File: src/rtl/c2dl_pkg.sv
// c2dl_pkg: shared sizes, codes and structs of the convolution layer unit.
// No dependencies; used by every module of the unit.
package c2dl_pkg;

   localparam int MAX_SIDE     = 32;
   localparam int MAX_CHANNELS = 8;
   localparam int MAX_FILTERS  = 16;
   localparam int MAX_KERNEL   = 7;

   localparam int ACT_DEPTH = MAX_SIDE * MAX_SIDE * MAX_CHANNELS;
   localparam int WGT_DEPTH = MAX_FILTERS * MAX_KERNEL * MAX_KERNEL * MAX_CHANNELS;
   localparam int ACT_AW    = $clog2(ACT_DEPTH);
   localparam int WGT_AW    = $clog2(WGT_DEPTH);

   // product is 32 bits, up to 7*7*8 taps plus bias
   localparam int ACC_W = 42;

   typedef enum logic [1:0] {
      KIND_ACT     = 2'd0,
      KIND_WGT     = 2'd1,
      KIND_BIAS    = 2'd2,
      KIND_COMPUTE = 2'd3
   } kind_type;

   typedef enum logic [2:0] {
      REG_STRIDE   = 3'd0,
      REG_PAD      = 3'd1,
      REG_KSIZE    = 3'd2,
      REG_WIDTH    = 3'd3,
      REG_HEIGHT   = 3'd4,
      REG_CHANNELS = 3'd5,
      REG_FILTERS  = 3'd6
   } reg_type;

   // clamped layer shape; rows comes from image_width, cols from image_height
   typedef struct packed {
      logic [2:0] stride;
      logic [1:0] pad;
      logic [2:0] ksize;
      logic [5:0] rows;
      logic [5:0] cols;
      logic [3:0] nch;
   } cfg_type;

   typedef struct packed {
      kind_type           kind;
      logic [4:0]         row;
      logic [4:0]         col;
      logic [2:0]         chan;
      logic [3:0]         filt;
      logic signed [15:0] value;
      logic               addr_ok;
      logic               oor;
   } entry_type;

   typedef struct packed {
      logic avail;
      logic full;
   } q_status_type;

endpackage

File: src/rtl/c2dl_queue.sv
// c2dl_queue: two-entry queue between front and back.
// Depends on c2dl_pkg.
module c2dl_queue (
   input  logic                   clock,
   input  logic                   reset,
   input  logic                   push,
   input  c2dl_pkg::entry_type    push_entry,
   input  logic                   pop,
   output c2dl_pkg::entry_type    head,
   output c2dl_pkg::q_status_type status
);

   c2dl_pkg::entry_type slot_ff [2];
   logic       wr_ptr_ff, rd_ptr_ff;
   logic [1:0] count_ff;

   always_ff @(posedge clock) begin
      if (push) slot_ff[wr_ptr_ff] <= push_entry;
   end

   always_ff @(posedge clock) begin
      if (reset) begin
         wr_ptr_ff <= 1'b0;
         rd_ptr_ff <= 1'b0;
         count_ff  <= 2'd0;
      end else begin
         if (push) wr_ptr_ff <= !wr_ptr_ff;
         if (pop)  rd_ptr_ff <= !rd_ptr_ff;
         count_ff <= count_ff + {1'b0, push} - {1'b0, pop};
      end
   end

   assign head         = slot_ff[rd_ptr_ff];
   assign status.avail = (count_ff != 2'd0);
   assign status.full  = (count_ff == 2'd2);

endmodule

File: config.mk
export PLATFORM = sky130hd
export DESIGN_NAME = c2dl_queue
export DESIGN_NICKNAME = d
export VERILOG_FILES = /design/src/rtl/c2dl_pkg.sv /design/src/rtl/c2dl_queue.sv
export SDC_FILE = /design/constraint.sdc
export NUM_CORES = 1
export LEC_CHECK = 0
export ABC_AREA = 1
export BUFFER_PORTS_ARGS = -buffer_cell sky130_fd_sc_hd__buf_2
export CAP_MARGIN = 0
export CORE_ASPECT_RATIO = 2
export CORE_UTILIZATION = 47
export DETAILED_ROUTE_END_ITERATION = 8
export PLACE_DENSITY = 0.8
export SYNTH_ARGS = -nofsm -noshare
export SYNTH_HDL_FRONTEND = slang
export SYNTH_SLANG_ARGS = --single-unit
File: constraint.sdc
create_clock -name clock -period 2.4 [get_ports clock]
set_input_delay 0.36 -clock clock [delete_from_list [all_inputs] [get_ports clock]]
set_output_delay 0.36 -clock clock [all_outputs]
set_load 0.05 [all_outputs]
[Word level (Yosys, flattened, before mapping)]
Memories as Yosys holds them, arrays and structs flattened. A register that Yosys moved wholly into a read port is not among the register bits.
Cells that the tools add are included.
Storage, ports and cells
  register bits: 4
  input bits: 41
  bits in writable memories: 74
  memories: 1
Cells by class
  reductions and logical operators: 3
  add/subtract/negate cells: 2
  equality and inequality tests: 1
  multiplexer cells: 4
Memories
  slot_ff: depth 2, width 37, rd ports 1, clocked after memory_dff 1, wr ports 1, RTL line c2dl_queue.sv:13  | c2dl_pkg::entry_type slot_ff [2];
Operators with widths (count)
  1-bit 2-to-1 mux: 4
  2-bit by 1-bit adder with 2-bit output: 1
  2-bit equality test (second input constant): 1
  1-bit zero test: 2
  2-bit nonzero test: 1
  2-bit by 1-bit subtractor with 2-bit output: 1

[Longest topological paths before layout]
  depth after elaboration: 3
  gate-level depth with buffers: 7

[Worst setup path after synthesis]
Ideal clock, no wire load.
  path kind: input to register
  from: input port push
  to: memory slot_ff[0][0] (netlist name), enable pin
  arrival time: 1.958 ns
  library setup time: 0.432 ns
  path buffers: 0
  required time: 1.968 ns
  stages: 2
  slack: 0.010 ns
  cells stage by stage: inv_1 -> nor2_1
Between the ends
  word-level cells in the longest chain between the ends: 2
Ends and longest elaborated chain
  start: declaration: RTL line c2dl_queue.sv:6  | input logic push,
  1-bit 2-to-1 mux: RTL line c2dl_queue.sv:18  | if (push) slot_ff[wr_ptr_ff] <= push_entry;
  1-bit 2-to-1 mux (not written as such): RTL line c2dl_queue.sv:18
  end: declaration: RTL line c2dl_queue.sv:13
No other way between the ends.

==> impl_results.rst <==
.. list-table::
   :header-rows: 1

   * - Metric
     - Value
   * - Critical path class
     - register to output pin
   * - Inserted Diodes
     - 0
   * - Crit path max-delay cell type
     - dfxtp_2
   * - Maximum number of buffers from clock root to sink
     - 2
   * - Endpoint, Worst Hold
     - slot_ff[1][30]$_DFFE_PP_
   * - Buffer type at the clock tree root
     - clkbuf_16
   * - Area growth from synthesis to layout
     - 26.86%
   * - CTS tree
     - yes
   * - Total overflow reported by the global router
     - 0
   * - First-pass GRT wire length
     - 6927 um
   * - Arrival time at the worst endpoint
     - 1.48 ns
   * - Site Rows
     - 41
   * - Result of the run
     - finished clean
   * - Register area share after synthesis
     - 76.22%
   * - Clock tree skew after final layout
     - 0.003069 ns
   * - Fin crit share
     - 76.61%
   * - Most repeated cell in the gate-level netlist after synthesis
     - edfxtp_1
   * - Area leader, netlist
     - edfxtp_1
   * - Worst hold path class
     - input pin to register
   * - Routed vias
     - 1,521
   * - Initial detailed-routing violation count
     - 33
   * - Wire length per cell
     - 14.74 um
   * - DRC
     - 0
   * - Quantity of hold-fixing buffers added after cts
     - 0
   * - Number of max-cap violations
     - 0
   * - Required time of the worst setup path
     - 2.04 ns
   * - Core footprint
     - 6259 um^2
   * - Worst R2R Setup Slack
     - 1.10 ns
   * - R2r startpoint
     - wr_ptr_ff$_SDFFE_PP0P_
   * - Static leakage power
     - 1.577 nW
   * - First drt pass iteration count
     - 4
   * - Overall fraction of global-route tracks in use
     - 15.25%
   * - Final setup violation count
     - 0
   * - Top cells by area in the synthesized netlist
     - edfxtp_1 73%, mux2_4 15%, dfxtp_1 3.3%, mux2_2 2.6%, buf_12 2.0%
   * - Die height
     - 115.9 um
   * - Synth top cells by count
     - 74 x edfxtp_1, 30 x mux2_4, 8 x inv_1
   * - Maximum number of pins on one net before global-route repair
     - 39
   * - Per-instance average area after synthesis
     - 20.87 um^2
   * - Count of buffering cells on the critical path with inverters included
     - 2
   * - CP max stage delay
     - 0.37 ns
   * - Input/output buffers
     - 79
   * - Net count after synthesis
     - 189
   * - Post-synth EDFFs
     - 74
   * - Horizontal die dimension
     - 58.93 um
   * - Post-CTS sizing
     - 0
   * - Final Max Slew Viols
     - 0
   * - Vias per cell
     - 4.651
   * - Total detailed-routing wirelength
     - 4820 um
   * - Number of I/O pins
     - 80
   * - Number of nets still failing antenna checks after routing
     - 0
   * - FF-to-FF End
     - slot_ff[1][29]$_DFFE_PP_
   * - Relative max-transition margin
     - 67.06%
   * - Syn Inst Count
     - 146
   * - Clock-pin slew reported for the worst setup and hold paths after clock tree synthesis
     - 0.05 ns
   * - Number of unique standard cell types used by synthesis
     - 14
   * - Number of sinks on the clock net
     - 79
   * - CP Cell Sequence
     - buf_12 > mux2_2 > buf_2
   * - Top fanout value on the critical path
     - 23
   * - Number of cells on the worst reg-to-reg path
     - 3
   * - Initial core utilization
     - 48.68%
   * - Final Non-Filler Cells
     - 327
   * - Netlist area before placement
     - 3047 um^2
   * - Overall die area
     - 6828 um^2
   * - Top cell family by delay on the critical path
     - buffers and inverters
   * - CTS Buf Count
     - 9
   * - Time the final worst path needs with I/O delays and setup
     - 1.839 ns
   * - Critical hold path startpoint
     - push_entry[30]
   * - Number of hold-slack violations in the final timing report
     - 0
   * - Net count, final
     - 279
   * - Fraction of synthesized cell area taken by the top area cell type
     - 72.94%
   * - Synth Flop Type
     - edfxtp_1
   * - Setup repair after global routing missed its margin
     - no
   * - H-Tree Level Count
     - 3
   * - Routability-driven placement congestion ratio
     - 0.6267
   * - Fraction of final layout cells with drive strength greater than 1
     - 56.85%
   * - Worst-skew pair later-pin latency
     - 0.33 ns
   * - Initial antenna violation count
     - 0
   * - P per Cell Area
     - 923.2 nW/um^2
   * - Count of placed standard cells including taps
     - 311
   * - Type of destination of the critical path
     - output pin
   * - Highest ir drop seen on vdd
     - 562.9 uV
   * - Synth Warn #
     - 0
   * - Category of the worst setup path launch point
     - register
   * - Total power of the final layout
     - 3.568 mW
   * - Number of synthesized register bits
     - 79
   * - Hold Slack
     - 0.2197 ns
   * - # Post-CTS Setup Buffers
     - 0
   * - Upper clock frequency limit
     - 543.9 MHz
   * - Placed wire-length estimate
     - 3317 um
   * - Slew of the pin with the lowest slew margin
     - 0.4942 ns
   * - Vias in the first global route
     - 1,533
   * - Hold depth
     - 1
   * - Accumulated negative setup slack
     - 0 ns
   * - Fraction of registers with async set or reset after synthesis
     - 0%
## sequential cells by signal, summed over array words and instances, names as in the netlist, named ones only
name / cells
wr_ptr_ff: 1
slot_ff: 74
count_ff: 2
rd_ptr_ff: 1
## routing by layer
| layer | wire length (um) | GRT usage, % | share of wire, % | vias up |
|---|---|---|---|---|
| met5 | 0 | 0 | 0 | - |
| met4 | 126 | 10.32 | 2.6 | 0 |
| met3 | 303 | 7.031 | 6.3 | 12 |
| met2 | 2805 | 27.58 | 58 | 52 |
| met1 | 1585 | 12.29 | 33 | 722 |
| li1 | - | - | - | 735 |
## power breakdown
| group | total [mW] | switching (mW) | leakage, nW | internal [mW] |
|---|---|---|---|---|
| logic | 0.595 | 0.396 | 0.685 | 0.199 |
| registers | 1.62 | 0.0221 | 0.736 | 1.59 |
| clock network | 1.36 | 0.471 | 0.156 | 0.886 |
## cells in the final DEF (no fill, tap or decap), types with 2 or more instances in the layout
| cell type | n |
|---|---|
| ha_1 | 2 |
| clkbuf_16 | 9 |
| buf_2 | 79 |
| clkbuf_8 | 3 |
| inv_1 | 8 |
| nand2_1 | 5 |
| edfxtp_1 | 74 |
| dfxtp_1 | 4 |
| mux2_2 | 7 |
| clkinv_2 | 2 |
| nor2_1 | 6 |
| mux2_4 | 30 |
| buf_12 | 3 |
## logic make-up (layout without fill, tap and decap cells)
group                    Yosys count  after routing  synth area share (%)
AO/OA/AOI/OAI                      1              1                0.1641
XOR/XNOR                           1              1                0.2875
adder cells (fa/ha/maj)            2              2                0.8212
buffers and inverters             12            107                 3.327
flip-flops                        79             79                 76.22
multiplexers                      37             37                 17.37
AND/OR/NAND/NOR                   14             14                 1.807
## worst reg2reg max path: cells and delay by family (launching register included)
kind / cells / cell delay (ns)
buf+inv: 2 / 0.47
flops: 1 / 0.38
simple gates: 1 / 0.07
## worst max path at each step
| stage | from | to | slack [ns] | cells after the start |
|---|---|---|---|---|
| after global routing | register | head[5] | 0.52 | 3 |
| after global placement | register | head[5] | 0.91 | 3 |
| final | register | head[3] | 0.56 | 3 |
| after detailed placement | register | head[5] | 0.90 | 3 |
| after floorplan | push | slot_ff[0][0]$_DFFE_PP_ | 0.01 | 2 |
| after CTS | register | head[5] | 0.54 | 3 |
## layout make-up
type                    instances  area (um^2)
fillers                       495         2394
flip-flops and latches         79         2323
multi-input cells              55        630.6
repair buffers                 83        462.9
clock buffers                  13        270.3
well taps                      86        107.6
clock inverters                 3        40.04
inverters                       8        30.03
## through the flow
stage	util, %	cell area [um^2]	setup WS, ns
2_1_floorplan	-	3047	0.01022
3_3_place_gp	56.80	3555	0.9136
3_5_place_dp	56.80	3555	0.9000
4_1_cts	61.76	3865	0.5374
5_1_grt	61.76	3865	0.5178
6_report	61.76	3865	0.5613
Note: power is estimated with default switching activity, not from simulation.
