--- src/rtl/c2dl_pkg.sv ---
// c2dl_pkg: shared sizes, codes and structs of the convolution layer unit.
// No dependencies; used by every module of the unit.
package c2dl_pkg;

   localparam int MAX_SIDE     = 32;
   localparam int MAX_CHANNELS = 8;
   localparam int MAX_FILTERS  = 16;
   localparam int MAX_KERNEL   = 7;

   localparam int ACT_DEPTH = MAX_SIDE * MAX_SIDE * MAX_CHANNELS;
   localparam int WGT_DEPTH = MAX_FILTERS * MAX_KERNEL * MAX_KERNEL * MAX_CHANNELS;
   localparam int ACT_AW    = $clog2(ACT_DEPTH);
   localparam int WGT_AW    = $clog2(WGT_DEPTH);

   // product is 32 bits, up to 7*7*8 taps plus bias
   localparam int ACC_W = 42;

   typedef enum logic [1:0] {
      KIND_ACT     = 2'd0,
      KIND_WGT     = 2'd1,
      KIND_BIAS    = 2'd2,
      KIND_COMPUTE = 2'd3
   } kind_type;

   typedef enum logic [2:0] {
      REG_STRIDE   = 3'd0,
      REG_PAD      = 3'd1,
      REG_KSIZE    = 3'd2,
      REG_WIDTH    = 3'd3,
      REG_HEIGHT   = 3'd4,
      REG_CHANNELS = 3'd5,
      REG_FILTERS  = 3'd6
   } reg_type;

   // clamped layer shape; rows comes from image_width, cols from image_height
   typedef struct packed {
      logic [2:0] stride;
      logic [1:0] pad;
      logic [2:0] ksize;
      logic [5:0] rows;
      logic [5:0] cols;
      logic [3:0] nch;
   } cfg_type;

   typedef struct packed {
      kind_type           kind;
      logic [4:0]         row;
      logic [4:0]         col;
      logic [2:0]         chan;
      logic [3:0]         filt;
      logic signed [15:0] value;
      logic               addr_ok;
      logic               oor;
   } entry_type;

   typedef struct packed {
      logic avail;
      logic full;
   } q_status_type;

endpackage

--- src/rtl/c2dl_front.sv ---
// c2dl_front: layer registers, word acceptance and classification.
// Depends on c2dl_pkg.
module c2dl_front (
   input  logic                   clock,
   input  logic                   reset,
   input  logic                   csr_valid,
   output logic                   csr_ready,
   input  logic [2:0]             csr_index,
   input  logic [7:0]             csr_data,
   input  logic                   req_valid,
   output logic                   req_ready,
   input  logic [1:0]             req_kind,
   input  logic [4:0]             req_row,
   input  logic [4:0]             req_col,
   input  logic [2:0]             req_chan,
   input  logic [3:0]             req_filt,
   input  logic signed [15:0]     req_value,
   input  c2dl_pkg::q_status_type q_status,
   output logic                   push,
   output c2dl_pkg::entry_type    push_entry,
   output c2dl_pkg::cfg_type      cfg
);

   logic [2:0] stride_ff;
   logic [1:0] pad_ff;
   logic [2:0] ksize_ff;
   logic [5:0] width_ff;
   logic [5:0] height_ff;
   logic [3:0] chans_ff;
   logic [4:0] filters_ff;
   logic [4:0] nf;
   logic [6:0] padded_r, padded_c;
   logic [8:0] row_end, col_end;
   logic       addr_ok;

   assign csr_ready = 1'b1;

   always_ff @(posedge clock) begin
      if (reset) begin
         stride_ff  <= 3'd1;
         pad_ff     <= 2'd0;
         ksize_ff   <= 3'd3;
         width_ff   <= 6'd32;
         height_ff  <= 6'd32;
         chans_ff   <= 4'd1;
         filters_ff <= 5'd1;
      end else if (csr_valid) begin
         case (csr_index)
            c2dl_pkg::REG_STRIDE:   stride_ff  <= csr_data[2:0];
            c2dl_pkg::REG_PAD:      pad_ff     <= csr_data[1:0];
            c2dl_pkg::REG_KSIZE:    ksize_ff   <= csr_data[2:0];
            c2dl_pkg::REG_WIDTH:    width_ff   <= csr_data[5:0];
            c2dl_pkg::REG_HEIGHT:   height_ff  <= csr_data[5:0];
            c2dl_pkg::REG_CHANNELS: chans_ff   <= csr_data[3:0];
            c2dl_pkg::REG_FILTERS:  filters_ff <= csr_data[4:0];
            default: ;
         endcase
      end
   end

   // clamp to the supported shape; zero acts as one (pad passes through unchanged)
   always_comb begin
      cfg.stride = (stride_ff == 3'd0) ? 3'd1 : stride_ff;
      cfg.pad    = pad_ff;
      cfg.ksize  = (ksize_ff == 3'd0) ? 3'd1 :
                   (32'(ksize_ff) > c2dl_pkg::MAX_KERNEL) ? 3'(c2dl_pkg::MAX_KERNEL) : ksize_ff;
      cfg.rows   = (width_ff == 6'd0) ? 6'd1 :
                   (32'(width_ff) > c2dl_pkg::MAX_SIDE) ? 6'(c2dl_pkg::MAX_SIDE) : width_ff;
      cfg.cols   = (height_ff == 6'd0) ? 6'd1 :
                   (32'(height_ff) > c2dl_pkg::MAX_SIDE) ? 6'(c2dl_pkg::MAX_SIDE) : height_ff;
      cfg.nch    = (chans_ff == 4'd0) ? 4'd1 :
                   (32'(chans_ff) > c2dl_pkg::MAX_CHANNELS) ?
                   4'(c2dl_pkg::MAX_CHANNELS) : chans_ff;
      nf         = (filters_ff == 5'd0) ? 5'd1 :
                   (32'(filters_ff) > c2dl_pkg::MAX_FILTERS) ?
                   5'(c2dl_pkg::MAX_FILTERS) : filters_ff;
   end

   // position in range iff pos*stride + k <= side + 2*pad (no divide needed)
   always_comb begin
      padded_r = {1'b0, cfg.rows} + {4'd0, cfg.pad, 1'b0};
      padded_c = {1'b0, cfg.cols} + {4'd0, cfg.pad, 1'b0};
      row_end  = 9'({3'd0, req_row} * {5'd0, cfg.stride}) + {6'd0, cfg.ksize};
      col_end  = 9'({3'd0, req_col} * {5'd0, cfg.stride}) + {6'd0, cfg.ksize};
   end

   always_comb begin
      unique case (c2dl_pkg::kind_type'(req_kind))
         c2dl_pkg::KIND_ACT:
            addr_ok = (32'(req_row) < c2dl_pkg::MAX_SIDE) && (32'(req_col) < c2dl_pkg::MAX_SIDE)
                      && (32'(req_chan) < c2dl_pkg::MAX_CHANNELS);
         c2dl_pkg::KIND_WGT:
            addr_ok = (32'(req_filt) < c2dl_pkg::MAX_FILTERS)
                      && (32'(req_row) < c2dl_pkg::MAX_KERNEL)
                      && (32'(req_col) < c2dl_pkg::MAX_KERNEL)
                      && (32'(req_chan) < c2dl_pkg::MAX_CHANNELS);
         c2dl_pkg::KIND_BIAS:
            addr_ok = (32'(req_filt) < c2dl_pkg::MAX_FILTERS);
         default:
            addr_ok = 1'b1;
      endcase
   end

   always_comb begin
      push_entry.kind    = c2dl_pkg::kind_type'(req_kind);
      push_entry.row     = req_row;
      push_entry.col     = req_col;
      push_entry.chan    = req_chan;
      push_entry.filt    = req_filt;
      push_entry.value   = req_value;
      push_entry.addr_ok = addr_ok;
      push_entry.oor     = (row_end > {2'd0, padded_r}) || (col_end > {2'd0, padded_c})
                           || ({1'b0, req_filt} >= nf);
   end

   assign req_ready = !q_status.full;
   assign push      = req_valid && !q_status.full;

endmodule

--- config.mk ---
export PLATFORM = sky130hd
export DESIGN_NAME = c2dl_front
export DESIGN_NICKNAME = d
export VERILOG_FILES = /design/src/rtl/c2dl_pkg.sv /design/src/rtl/c2dl_front.sv
export SDC_FILE = /design/constraint.sdc
export NUM_CORES = 1
export LEC_CHECK = 0
export ABC_CLOCK_PERIOD_IN_PS = 8250
export BUFFER_PORTS_ARGS = -buffer_cell sky130_fd_sc_hd__buf_2
export CELL_PAD_IN_SITES_DETAIL_PLACEMENT = 0
export CELL_PAD_IN_SITES_GLOBAL_PLACEMENT = 1
export CORE_MARGIN = 2
export CORE_UTILIZATION = 33
export CTS_CLUSTER_DIAMETER = 50
export DETAILED_ROUTE_END_ITERATION = 7
export PLACE_DENSITY_LB_ADDON = 0.15
export SETUP_SLACK_MARGIN = 0.02
export SLEW_MARGIN = 10
export SYNTH_ARGS = -nofsm -noshare
export SYNTH_HDL_FRONTEND = slang
export SYNTH_SLANG_ARGS = --single-unit
--- constraint.sdc ---
create_clock -name clock -period 8.25 [get_ports clock]
set_input_delay 2.475 -clock clock [delete_from_list [all_inputs] [get_ports clock]]
set_output_delay 2.475 -clock clock [all_outputs]
set_load 0.1 [all_outputs]
# == Word-level counts from Yosys, hierarchy flattened ==
# Index checks and enable logic that the tools add are counted.
# word_totals
elab_cells,59
ff_bits,29
output_inout_bits,64
input_bits,52
# classes
add_sub_neg,4
reduce_logical,19
n_mul,2
magnitude_cmp,9
n_mux,11
eq_ne,7
# ops
operator,count
$mux 6,4
$add 8x3->9,2
$gt 9x7->1,2
$mul 5x3->8,2
$add 6x3->7,2
$reduce_and 2->1,7
$gt 6x6->1 const B,2
$logic_not 6->1,2
$lt 5x3->1 const B,2
$mux 5,2
$eq 3x3->1 const B,3
$logic_not 3->1,3
$mux 4,2
$eq 3x2->1 const B,2
$mux 3,2
$ge 4x5->1,1
$gt 5x5->1 const B,1
$logic_not 5->1,1
$gt 4x4->1 const B,1
$logic_not 4->1,1
$eq 3x1->1 const B,1
$eq 2x1->1 const B,1
$logic_and 1x1->1,2
$logic_or 1x1->1,2
other kinds (2),2

# == Logic depth before layout (Yosys ltp) ==
# Gate-level depths: netlist of run 1.
# depth
depth_word,7
depth_mapped,17

# == Worst setup path before layout of run 1 ==
# Ideal clock, no wire load.
# synth_path
kind,input -> output
from,input req_col[0]
to,output push_entry[0] (netlist name)
required_ps,5775
t_arrival_ps,6534
path_stages,15
path_buffers,0
slack_ps,-759
cell_sequence,nand2_1 > fa_1 > inv_1 > fa_1 > inv_1 > fa_1 > nor2b_1 > o31ai_1 > a21boi_0 > ha_1 > a211o_1 > a21oi_2 > a31oi_1 > a2111oi_2 > o2111ai_1
# synth_rtl
item,line,rtl
"start, declared",c2dl_front.sv:14,"input logic [4:0] req_col,"
"end, declared",c2dl_front.sv:20,"output c2dl_pkg::entry_type push_entry,"

==> qor.yml, run 1 <==
antennaDiodeCount: 0
synth_ff_type: "dfxtp_1"
grt_max_degree: 30
vias: 2662
setup_slack_ps: -246
drc_errors: 0
worstPathMaxFanout: 4
final_hold_viol_count: 0
place_congestion: 0.764
irDropWorstVdd_mv: 0.0850
ys_seq_area_share_pct: 18.0
status: "finished with violations"
synth_edf_count: 0
gr-usage-all-layers_pct: 14.5
cts_made_buffers: 5
die_y_um: 103
postSynthAreaPerCell_um2: 8.53
synth.area.top_cells: "ha_1, dfxtp_1, buf_4, fa_1, mux2i_1"
stdcell_count: 575
postRouteAntennaNets: 0
max_freq_mhz: 118
nNetsFinal: 555
io_pins: 116
cts_max_path_buffers: 2
finalSetupViolations: 1
drive_above_1_share_pct: 33.7
dr.first_iter.drc_count: 133
grt_pass1_wl_mm: 12.1
postRouteWirelength_mm: 7.53
dr.pass1.iters: 4
grt_pass1_vias: 2576
cap_violations: 0
syn_area_mm2: 0.00323
fin_crit_sh_pct: 103
die_area_mm2: 0.0106
yosysTopAreaCellShare_pct: 19.4
clockRootBuffer: "clkbuf_8"
place_hpwl_mm: 6.27
criticalPathCategory: "in -> out"
reg2reg_setup_slack_ps: 7320
start_kind: "primary input"
yosys.area.top_type: "ha_1"
p_leak_nw: 1.97
core_area_mm2: 0.00964
cts_tree: "built"
cts_num_sinks: 29
switching_share_pct: 36.9
endpoint: "push_entry[0]"
yosysUniqueCellTypes: 45
slew_headroom_pct: 63.9
power.internal_uw: 318
overflow: 0
synthArstFlopShare_pct: 0
dp_slack_ps: -468
drv_slew: 0
seqPwrFrac_pct: 29.3
place_inst: 566
die_w_um: 103
cts-htree-levels: 2
end_kind: "output port"
initial_core_util_pct: 33.5
power_frac_comb_pct: 40.7
rsz0062_at_grt: "yes"
hold_start: "chans_ff[0]"
critPathArrivalTime_ps: 6020
reg2regPathDepth: 2
portBuffers: 73
worstPathRequired_ps: 5780
crit_start: "req_row[2]"
viasPerCell: 4.63
synth_most_common_cell: "ha_1"
fin_crit_ps: 8500
area_growth_pct: 24.5
power-per-cell-area_mw_per_mm2: 126
fin_worst_skew_ps: 0
clkTransAtPathRegs_ps: 60
switching_power_uw: 186
worstReg2RegStart: "ksize_ff[1]"
ys_ff_latch: 29
synth_common_cells: "ha_1, nor2_1, buf_4, dfxtp_1, inv_1"
cts_hold_buffers: 0
yosys_warnings: 0
p_clk_share_pct: 30.0
synthCells: 378
violations: "setup timing"
r2r-end: "ksize_ff[1]"
routedWlPerCell_um: 13.1
placementRows: 36
grt_antenna_before_repair: 0
worst_pin_slew_ps: 541
hold_path.class: "reg -> reg"
clock_latency_ps: 270
-- cells by family after synthesis --
logic type | synth area share [%]
simple gates | 20.5
buf+inv | 13.8
compound gates | 11.5
flops | 18.0
mux | 6.52
fa+ha+maj | 26.8
other cells | 0.116
xor+xnor | 2.72
-- layout make-up --
type                       count  area (um^2)
clock inverter                 1         30.0
inverter                      29          109
fill                        1027         5620
timing repair buffer         106          654
multi-input combinational    270         2390
sequential                    29          581
clock buffer                   7         86.3
tap                          133          166
-- flip-flops by register name, summed over array words and instances (netlist names) --
register and count:
stride_ff 3, chans_ff 4, height_ff 6, filters_ff 5, ksize_ff 3, pad_ff 2, width_ff 6
-- worst max-delay path, cell delays in order --
cell and delay, ps:
buf_8 80, nand2_4 40, fa_1 540, inv_1 50
fa_1 470, ha_1 320, a21oi_2 180, o21ai_2 90
a21oi_2 150, xnor2_1 140, ha_1 290, a211oi_2 250
o221ai_2 150, a2111oi_4 410, o2111ai_4 180, buf_12 210
-- layout by cell type (no fill, tap or decap), drive strengths merged, types with 2 or more instances in the layout --
master	n
buf	106
ha	50
nor2	40
inv	29
dfxtp	29
and2	24
mux2i	21
nor2b	16
a21oi	13
fa	12
nand2	12
xnor2	9
nand2b	8
a211o	8
clkbuf	7
nand3	6
a21o	6
o21a	5
nand4b	4
o21ai	4
nor4	3
conb	3
a31oi	3
nor3	3
o21bai	2
nand4	2
nor3b	2
o22ai	2
-- how the worst min path moves through the flow --
stage / end / slack, ps / cells past startpoint
final: chans_ff[0] / 460 / 1
after global routing: chans_ff[0] / 500 / 1
after CTS: chans_ff[0] / 470 / 1
after detailed placement: chans_ff[0] / 450 / 1
after global placement: chans_ff[0] / 450 / 1
after floorplan: chans_ff[0] / 440 / 1
-- per-stage QoR --
stage	power (mW)	instance area (um^2)	utilization, %	hold slack (ps)	setup TNS [ps]
3_3_place_gp	0.345	3760	39.0	455	-444
5_1_grt	0.536	4020	41.7	505	-452
3_5_place_dp	0.348	3760	39.0	454	-468
6_report	0.504	4020	41.7	465	-246
2_1_floorplan	0.344	3320	-	436	0
4_1_cts	0.510	3970	41.2	469	-374
-- repair_timing --
item,CTS,global route
resized for setup,18,10
endpoints found under the setup margin,1,1
pin swaps,13,11
buffers inserted,0,1
-- power by group through the flow --
stage	Clock [mW]	Combinational (mW)	Sequential, mW
after floorplan	0	0.193	0.151
after global placement	0	0.194	0.151
after detailed placement	0	0.197	0.151
after CTS	0.156	0.206	0.148
after global routing	0.163	0.224	0.149
final	0.151	0.205	0.148
-- routing by layer --
metal,track usage (%),vias up,share of wire [%]
met3,2.51,7,5.4
met1,20.2,1247,48
met5,0,-,0
met4,3.14,0,0.70
met2,23.7,46,46
li1,-,1362,-
Power figures use the tool's default switching activity.
==> run 2: changes to the inputs <==
--- a/config.mk
+++ b/config.mk
@@ -10,7 +10,8 @@
 export CELL_PAD_IN_SITES_DETAIL_PLACEMENT = 0
 export CELL_PAD_IN_SITES_GLOBAL_PLACEMENT = 1
 export CORE_MARGIN = 2
-export CORE_UTILIZATION = 33
+export CORE_UTILIZATION = 34
+export CTS_BUF_LIST = sky130_fd_sc_hd__clkbuf_4
 export CTS_CLUSTER_DIAMETER = 50
 export DETAILED_ROUTE_END_ITERATION = 7
 export PLACE_DENSITY_LB_ADDON = 0.15
==> run 2 against run 1 <==
Net effect: sequential share of layout area is 0.42 points higher; die area shrank 2.8%; the flow still finishes with violations (setup timing); combinational power barely moved; routed wire length shrank 1.6%; maximum frequency fell by 0.84%; first-iteration DRC count fell by 40%; clock power shrank 45%; critical path depth rose by 1; clock-buffer cell count shrank 1; largest power group unchanged.
==> qor.yml, run 2 (synthesized netlist as in run 1, its figures left out) <==
status: "finished with violations"
violations: "setup timing"
hold_path_end: "chans_ff[0]"
finalSetupViolations: 1
cap_violations: 0
reg2reg_setup_slack_ps: 7300
vias: 2631
cts-htree-levels: 2
rsz0062_at_grt: "yes"
cts_setup_buffers: 0
drc_errors: 0
reg2regPathDepth: 2
final_area_mm2: 0.00390
drv_slew: 0
die_y_um: 101
top_regs: "height_ff: 6 flops, width_ff: 6 flops, filters_ff: 5 flops"
fin_crit_sh_pct: 104
postRouteWirelength_mm: 7.40
hold_start: "chans_ff[0]"
postRouteAntennaNets: 0
critPathArrivalTime_ps: 6090
clkTransAtPathRegs_ps: 80
criticalPathCategory: "in -> out"
routedWlPerCell_um: 13.1
dr.pass1.iters: 4
cts_tree: "built"
stdcell_count: 567
power-per-cell-area_mw_per_mm2: 111
worstReg2RegStart: "stride_ff[1]"
final_common_cell: "buf_2"
fin_crit_ps: 8570
grt_antenna_before_repair: 0
overflow: 0
p_total_uw: 434
grt_pass1_vias: 2633
placementRows: 35
irDropWorstVdd_mv: 0.0437
grt_max_degree: 30
portBuffers: 73
end_kind: "output port"
setup_slack_ps: -318
clock_latency_ps: 320
clockRootBuffer: "clkbuf_4"
io_pins: 116
cts_made_buffers: 5
viasPerCell: 4.64
cts_num_sinks: 29
nFillCells: 989
drive_above_1_share_pct: 32.2
start_kind: "primary input"
max_freq_mhz: 117
most-common-layout-cells: "buf_2, ha_1, nor2_1, buf_4"
nNetsFinal: 552
final_util_pct: 42.2
worst_pin_slew_ps: 542
hold_path.class: "reg -> reg"
core_area_mm2: 0.00924
initial_core_util_pct: 34.9
die_area_mm2: 0.0103
grt_pass1_wl_mm: 12.1
p_leak_nw: 1.93
final_hold_viol_count: 0
placed_area_mm2: 0.00374
r2r-end: "stride_ff[1]"
area_growth_pct: 21.0
place_inst: 560
cts_max_path_buffers: 2
die_w_um: 101
place_congestion: 0.764
fin_worst_skew_ps: 0
place_hpwl_mm: 6.04
dr.first_iter.drc_count: 80
worstPathMaxFanout: 2
worstPathRequired_ps: 5780
min_path_cells: 1
slew_headroom_pct: 63.9
antennaDiodeCount: 0
gr-usage-all-layers_pct: 14.9
-- run 2: cell count changes in the layout (fill, tap and decap cells not counted), sizes merged --
cell	delta
buf	-3
bufinv	-1
clkbuf	-1
clkinv	+1
-- run 2: where the power goes --
part | internal (mW) | total, mW | leakage, nW | switching, mW
sequential | 0.143 | 0.148 | 0.235 | 0.00453
combinational | 0.0753 | 0.203 | 1.67 | 0.128
clock | 0.0341 | 0.0823 | 0.0292 | 0.0481
-- run 2: per-layer routing --
| metal | global-route usage, % | vias to the layer above | part of all wire (%) |
|---|---|---|---|
| met5 | 0 | - | 0 |
| li1 | - | 1356 | - |
| met4 | 2.91 | 0 | 0.43 |
| met3 | 3.59 | 8 | 3.7 |
| met1 | 20.4 | 1227 | 50 |
| met2 | 23.8 | 40 | 46 |
-- run 2: cell type report --
type | count | area [um^2] | area share (%)
multi-input cells | 270 | 2370 | 60.9
repair buffers | 103 | 628 | 16.1
flip-flops and latches | 29 | 581 | 14.9
well taps | 129 | 161 | 4.14
inverters | 29 | 109 | 2.79
clock buffers | 6 | 45.0 | 1.15
clock inverters | 1 | 3.75 | 0.0962
-- run 2: worst max-delay path by stage --
| stage | from | endpoint | slack (ps) |
|---|---|---|---|
| detailed placement | req_col[0] | push_entry[0] | -450 |
| floorplan | req_col[0] | push_entry[0] | 20 |
| finish | req_col[2] | push_entry[0] | -320 |
| global route | req_col[1] | push_entry[0] | -470 |
| global placement | req_col[0] | push_entry[0] | -430 |
| CTS | req_col[0] | push_entry[0] | -370 |
-- run 2: timing repair --
action                     4_1_cts  5_1_grt
pin swaps                        0       14
setup endpoints to repair        1        1
hold buffers                     0        0
gates resized for setup          2       20
cloned                           0        0
-- run 2: per-stage QoR --
stage	setup TNS [ps]	worst slack [ps]	hold slack, ps
CTS	-370	-370	476
floorplan	0	23.1	436
global route	-471	-471	511
detailed placement	-451	-451	456
finish	-318	-318	473
global placement	-434	-434	455
-- run 2: critical path: stages --
cell,delay [ps]
buf_8,80
nand2_4,40
fa_1,520
inv_1,50
fa_1,470
ha_1,300
a21oi_2,190
o21ai_2,90
a21oi_2,150
xnor2_1,140
ha_1,270
a211o_1,320
a21oi_2,170
a31oi_4,130
a2111oi_4,330
o2111ai_4,180
buf_12,200
==> run 3: changes to the inputs <==
--- a/config.mk
+++ b/config.mk
@@ -9,6 +9,7 @@
 export BUFFER_PORTS_ARGS = -buffer_cell sky130_fd_sc_hd__buf_2
 export CELL_PAD_IN_SITES_DETAIL_PLACEMENT = 0
 export CELL_PAD_IN_SITES_GLOBAL_PLACEMENT = 1
+export CORE_ASPECT_RATIO = 1.5
 export CORE_MARGIN = 2
 export CORE_UTILIZATION = 34
 export CTS_BUF_LIST = sky130_fd_sc_hd__clkbuf_4
==> run 3 against run 2 <==
Net effect: the flow still finishes with violations (setup timing); design area is 0.51% higher; non-clock buffer count grew 5; via count rose by 1.3%; critical path type unchanged; routed wire length is 1.6% higher; clock-buffer cell count fell by 1; sequential power about the same; hold slack improved by 8.1 ps; combinational power about the same; maximum frequency grew 0.45%; clock power rose by 6.3%.
==> qor.yml, run 3 (synthesized netlist as in run 1, its figures left out) <==
portBuffers: 73
power.internal_uw: 253
seqPwrFrac_pct: 33.7
status: "finished with violations"
switching_share_pct: 42.4
irDropWorstVdd_mv: 0.0827
gr-usage-all-layers_pct: 15.5
place_inst: 546
die_y_um: 123
cts_tree: "built"
clkTransAtPathRegs_ps: 110
initial_core_util_pct: 34.9
r2r-end: "ksize_ff[1]"
postRouteAntennaNets: 0
cts_made_buffers: 5
placed_area_mm2: 0.00374
path_cells: "buf_6 > nand2_2 > fa_1 > inv_1 > fa_1 > ha_1 > a21oi_2 > o21ai_2 > a21oi_2 > xnor2_1 > ha_1 > a211o_1 > a21oi_2 > a31oi_4 > a2111oi_4 > o2111ai_4 > buf_12"
p_leak_nw: 1.94
power-per-cell-area_mw_per_mm2: 112
switching_power_uw: 187
routedWlPerCell_um: 13.5
max_freq_mhz: 117
reg2reg_setup_slack_ps: 7320
finalSetupViolations: 1
power_frac_comb_pct: 46.4
setup_slack_ps: -280
die_area_mm2: 0.0103
p_clk_share_pct: 19.9
cts_max_path_buffers: 2
final_common_cell: "buf_2"
top_regs: "height_ff: 6 flops, width_ff: 6 flops, filters_ff: 5 flops"
clockRootBuffer: "clkbuf_4"
area_growth_pct: 21.6
final_area_mm2: 0.00392
grt_pass1_wl_mm: 13.0
final_hold_viol_count: 0
place_hpwl_mm: 6.22
postRouteWirelength_mm: 7.52
die_w_um: 83.5
grt_antenna_before_repair: 0
fin_crit_sh_pct: 103
reg2regPathDepth: 2
p_total_uw: 440
holdWs_ps: 481
end_kind: "output port"
viasPerCell: 4.79
grt_max_degree: 30
setup_tns_ps: -280
violations: "setup timing"
core_area_mm2: 0.00925
fin_crit_ps: 8530
stdcell_count: 556
io_pins: 116
crit_start: "req_col[1]"
place_congestion: 0.763
cts_num_sinks: 29
cap_violations: 0
dr.pass1.iters: 4
most-common-layout-cells: "buf_2, ha_1, nor2_1, buf_4"
vias: 2666
drc_errors: 0
criticalPathCategory: "in -> out"
worstPathRequired_ps: 5780
dr.first_iter.drc_count: 37
placementRows: 43
worst_pin_slew_ps: 528
hold_path.class: "reg -> reg"
drive_above_1_share_pct: 33.1
crit_slowest_cell: "fa_1"
rsz0062_at_grt: "yes"
drv_slew: 0
clock_latency_ps: 330
min_path_cells: 1
antennaDiodeCount: 0
critPathArrivalTime_ps: 6050
hold_start: "chans_ff[0]"
max_stage_delay_ps: 520
slew_headroom_pct: 64.8
hold_path_end: "chans_ff[0]"
timing.critical_path.mode_cell: "a21oi_2"
start_kind: "primary input"
grt_pass1_vias: 2833
nNetsFinal: 557
worstReg2RegStart: "ksize_ff[1]"
cts-htree-levels: 2
fin_worst_skew_ps: 0
worstPathMaxFanout: 2
overflow: 0
-- run 3: layer usage --
| layer | share of wire, % | GRT usage [%] | up-vias | wire, um |
|---|---|---|---|---|
| li1 | - | - | 1367 | - |
| met1 | 42 | 17.4 | 1238 | 3150 |
| met2 | 54 | 31.2 | 56 | 4050 |
| met3 | 3.6 | 1.54 | 5 | 270 |
| met4 | 0.64 | 3.23 | 0 | 48 |
| met5 | 0 | 0 | - | 0 |
-- run 3: through the flow --
stage               util [%]  worst slack [ps]
CTS                     42.4              -328
global placement        40.4              -450
global route            42.4              -471
floorplan                  -              23.1
finish                  42.4              -280
detailed placement      40.4              -451
-- run 3: worst max path at each step --
stage | to | slack, ps | cells after the start
after detailed placement | push_entry[0] | -450 | 17
after CTS | push_entry[0] | -330 | 17
final | push_entry[0] | -280 | 17
after floorplan | push_entry[0] | 20 | 14
after global placement | push_entry[0] | -450 | 17
after global routing | push_entry[0] | -470 | 17
-- run 3: critical path, delay by kind of cell --
family | cells | cell delay, ps
AOI/OAI and AO/OA | 8 | 1510
adders and majority gates | 4 | 1550
and+or+nand+nor | 1 | 50
xor gates and xnor gates | 1 | 130
buffers and inverters | 3 | 320
-- run 3: timing repair --
| action | CTS | global route |
|---|---|---|
| hold endpoints to repair | 0 | 0 |
| pin swaps | 13 | 3 |
| setup buffers | 2 | 0 |
| hold buffers | 0 | 0 |
| gates resized for setup | 19 | 0 |
| setup endpoints to repair | 1 | 1 |
-- run 3: area by class of cell --
cell class	count	area, um^2
Tap cell	112	140
Inverter	29	109
Sequential cell	29	581
Clock buffer	5	37.5
Timing Repair Buffer	108	666
Fill cell	983	5330
Clock inverter	3	22.5
Multi-Input combinational cell	270	2370
-- run 3: power groups by stage --
stage	logic, mW	registers, mW	clock network (mW)
finish	0.204	0.148	0.0875
global placement	0.194	0.151	0
floorplan	0.193	0.151	0
detailed placement	0.195	0.151	0
global route	0.224	0.149	0.0967
CTS	0.207	0.148	0.0908
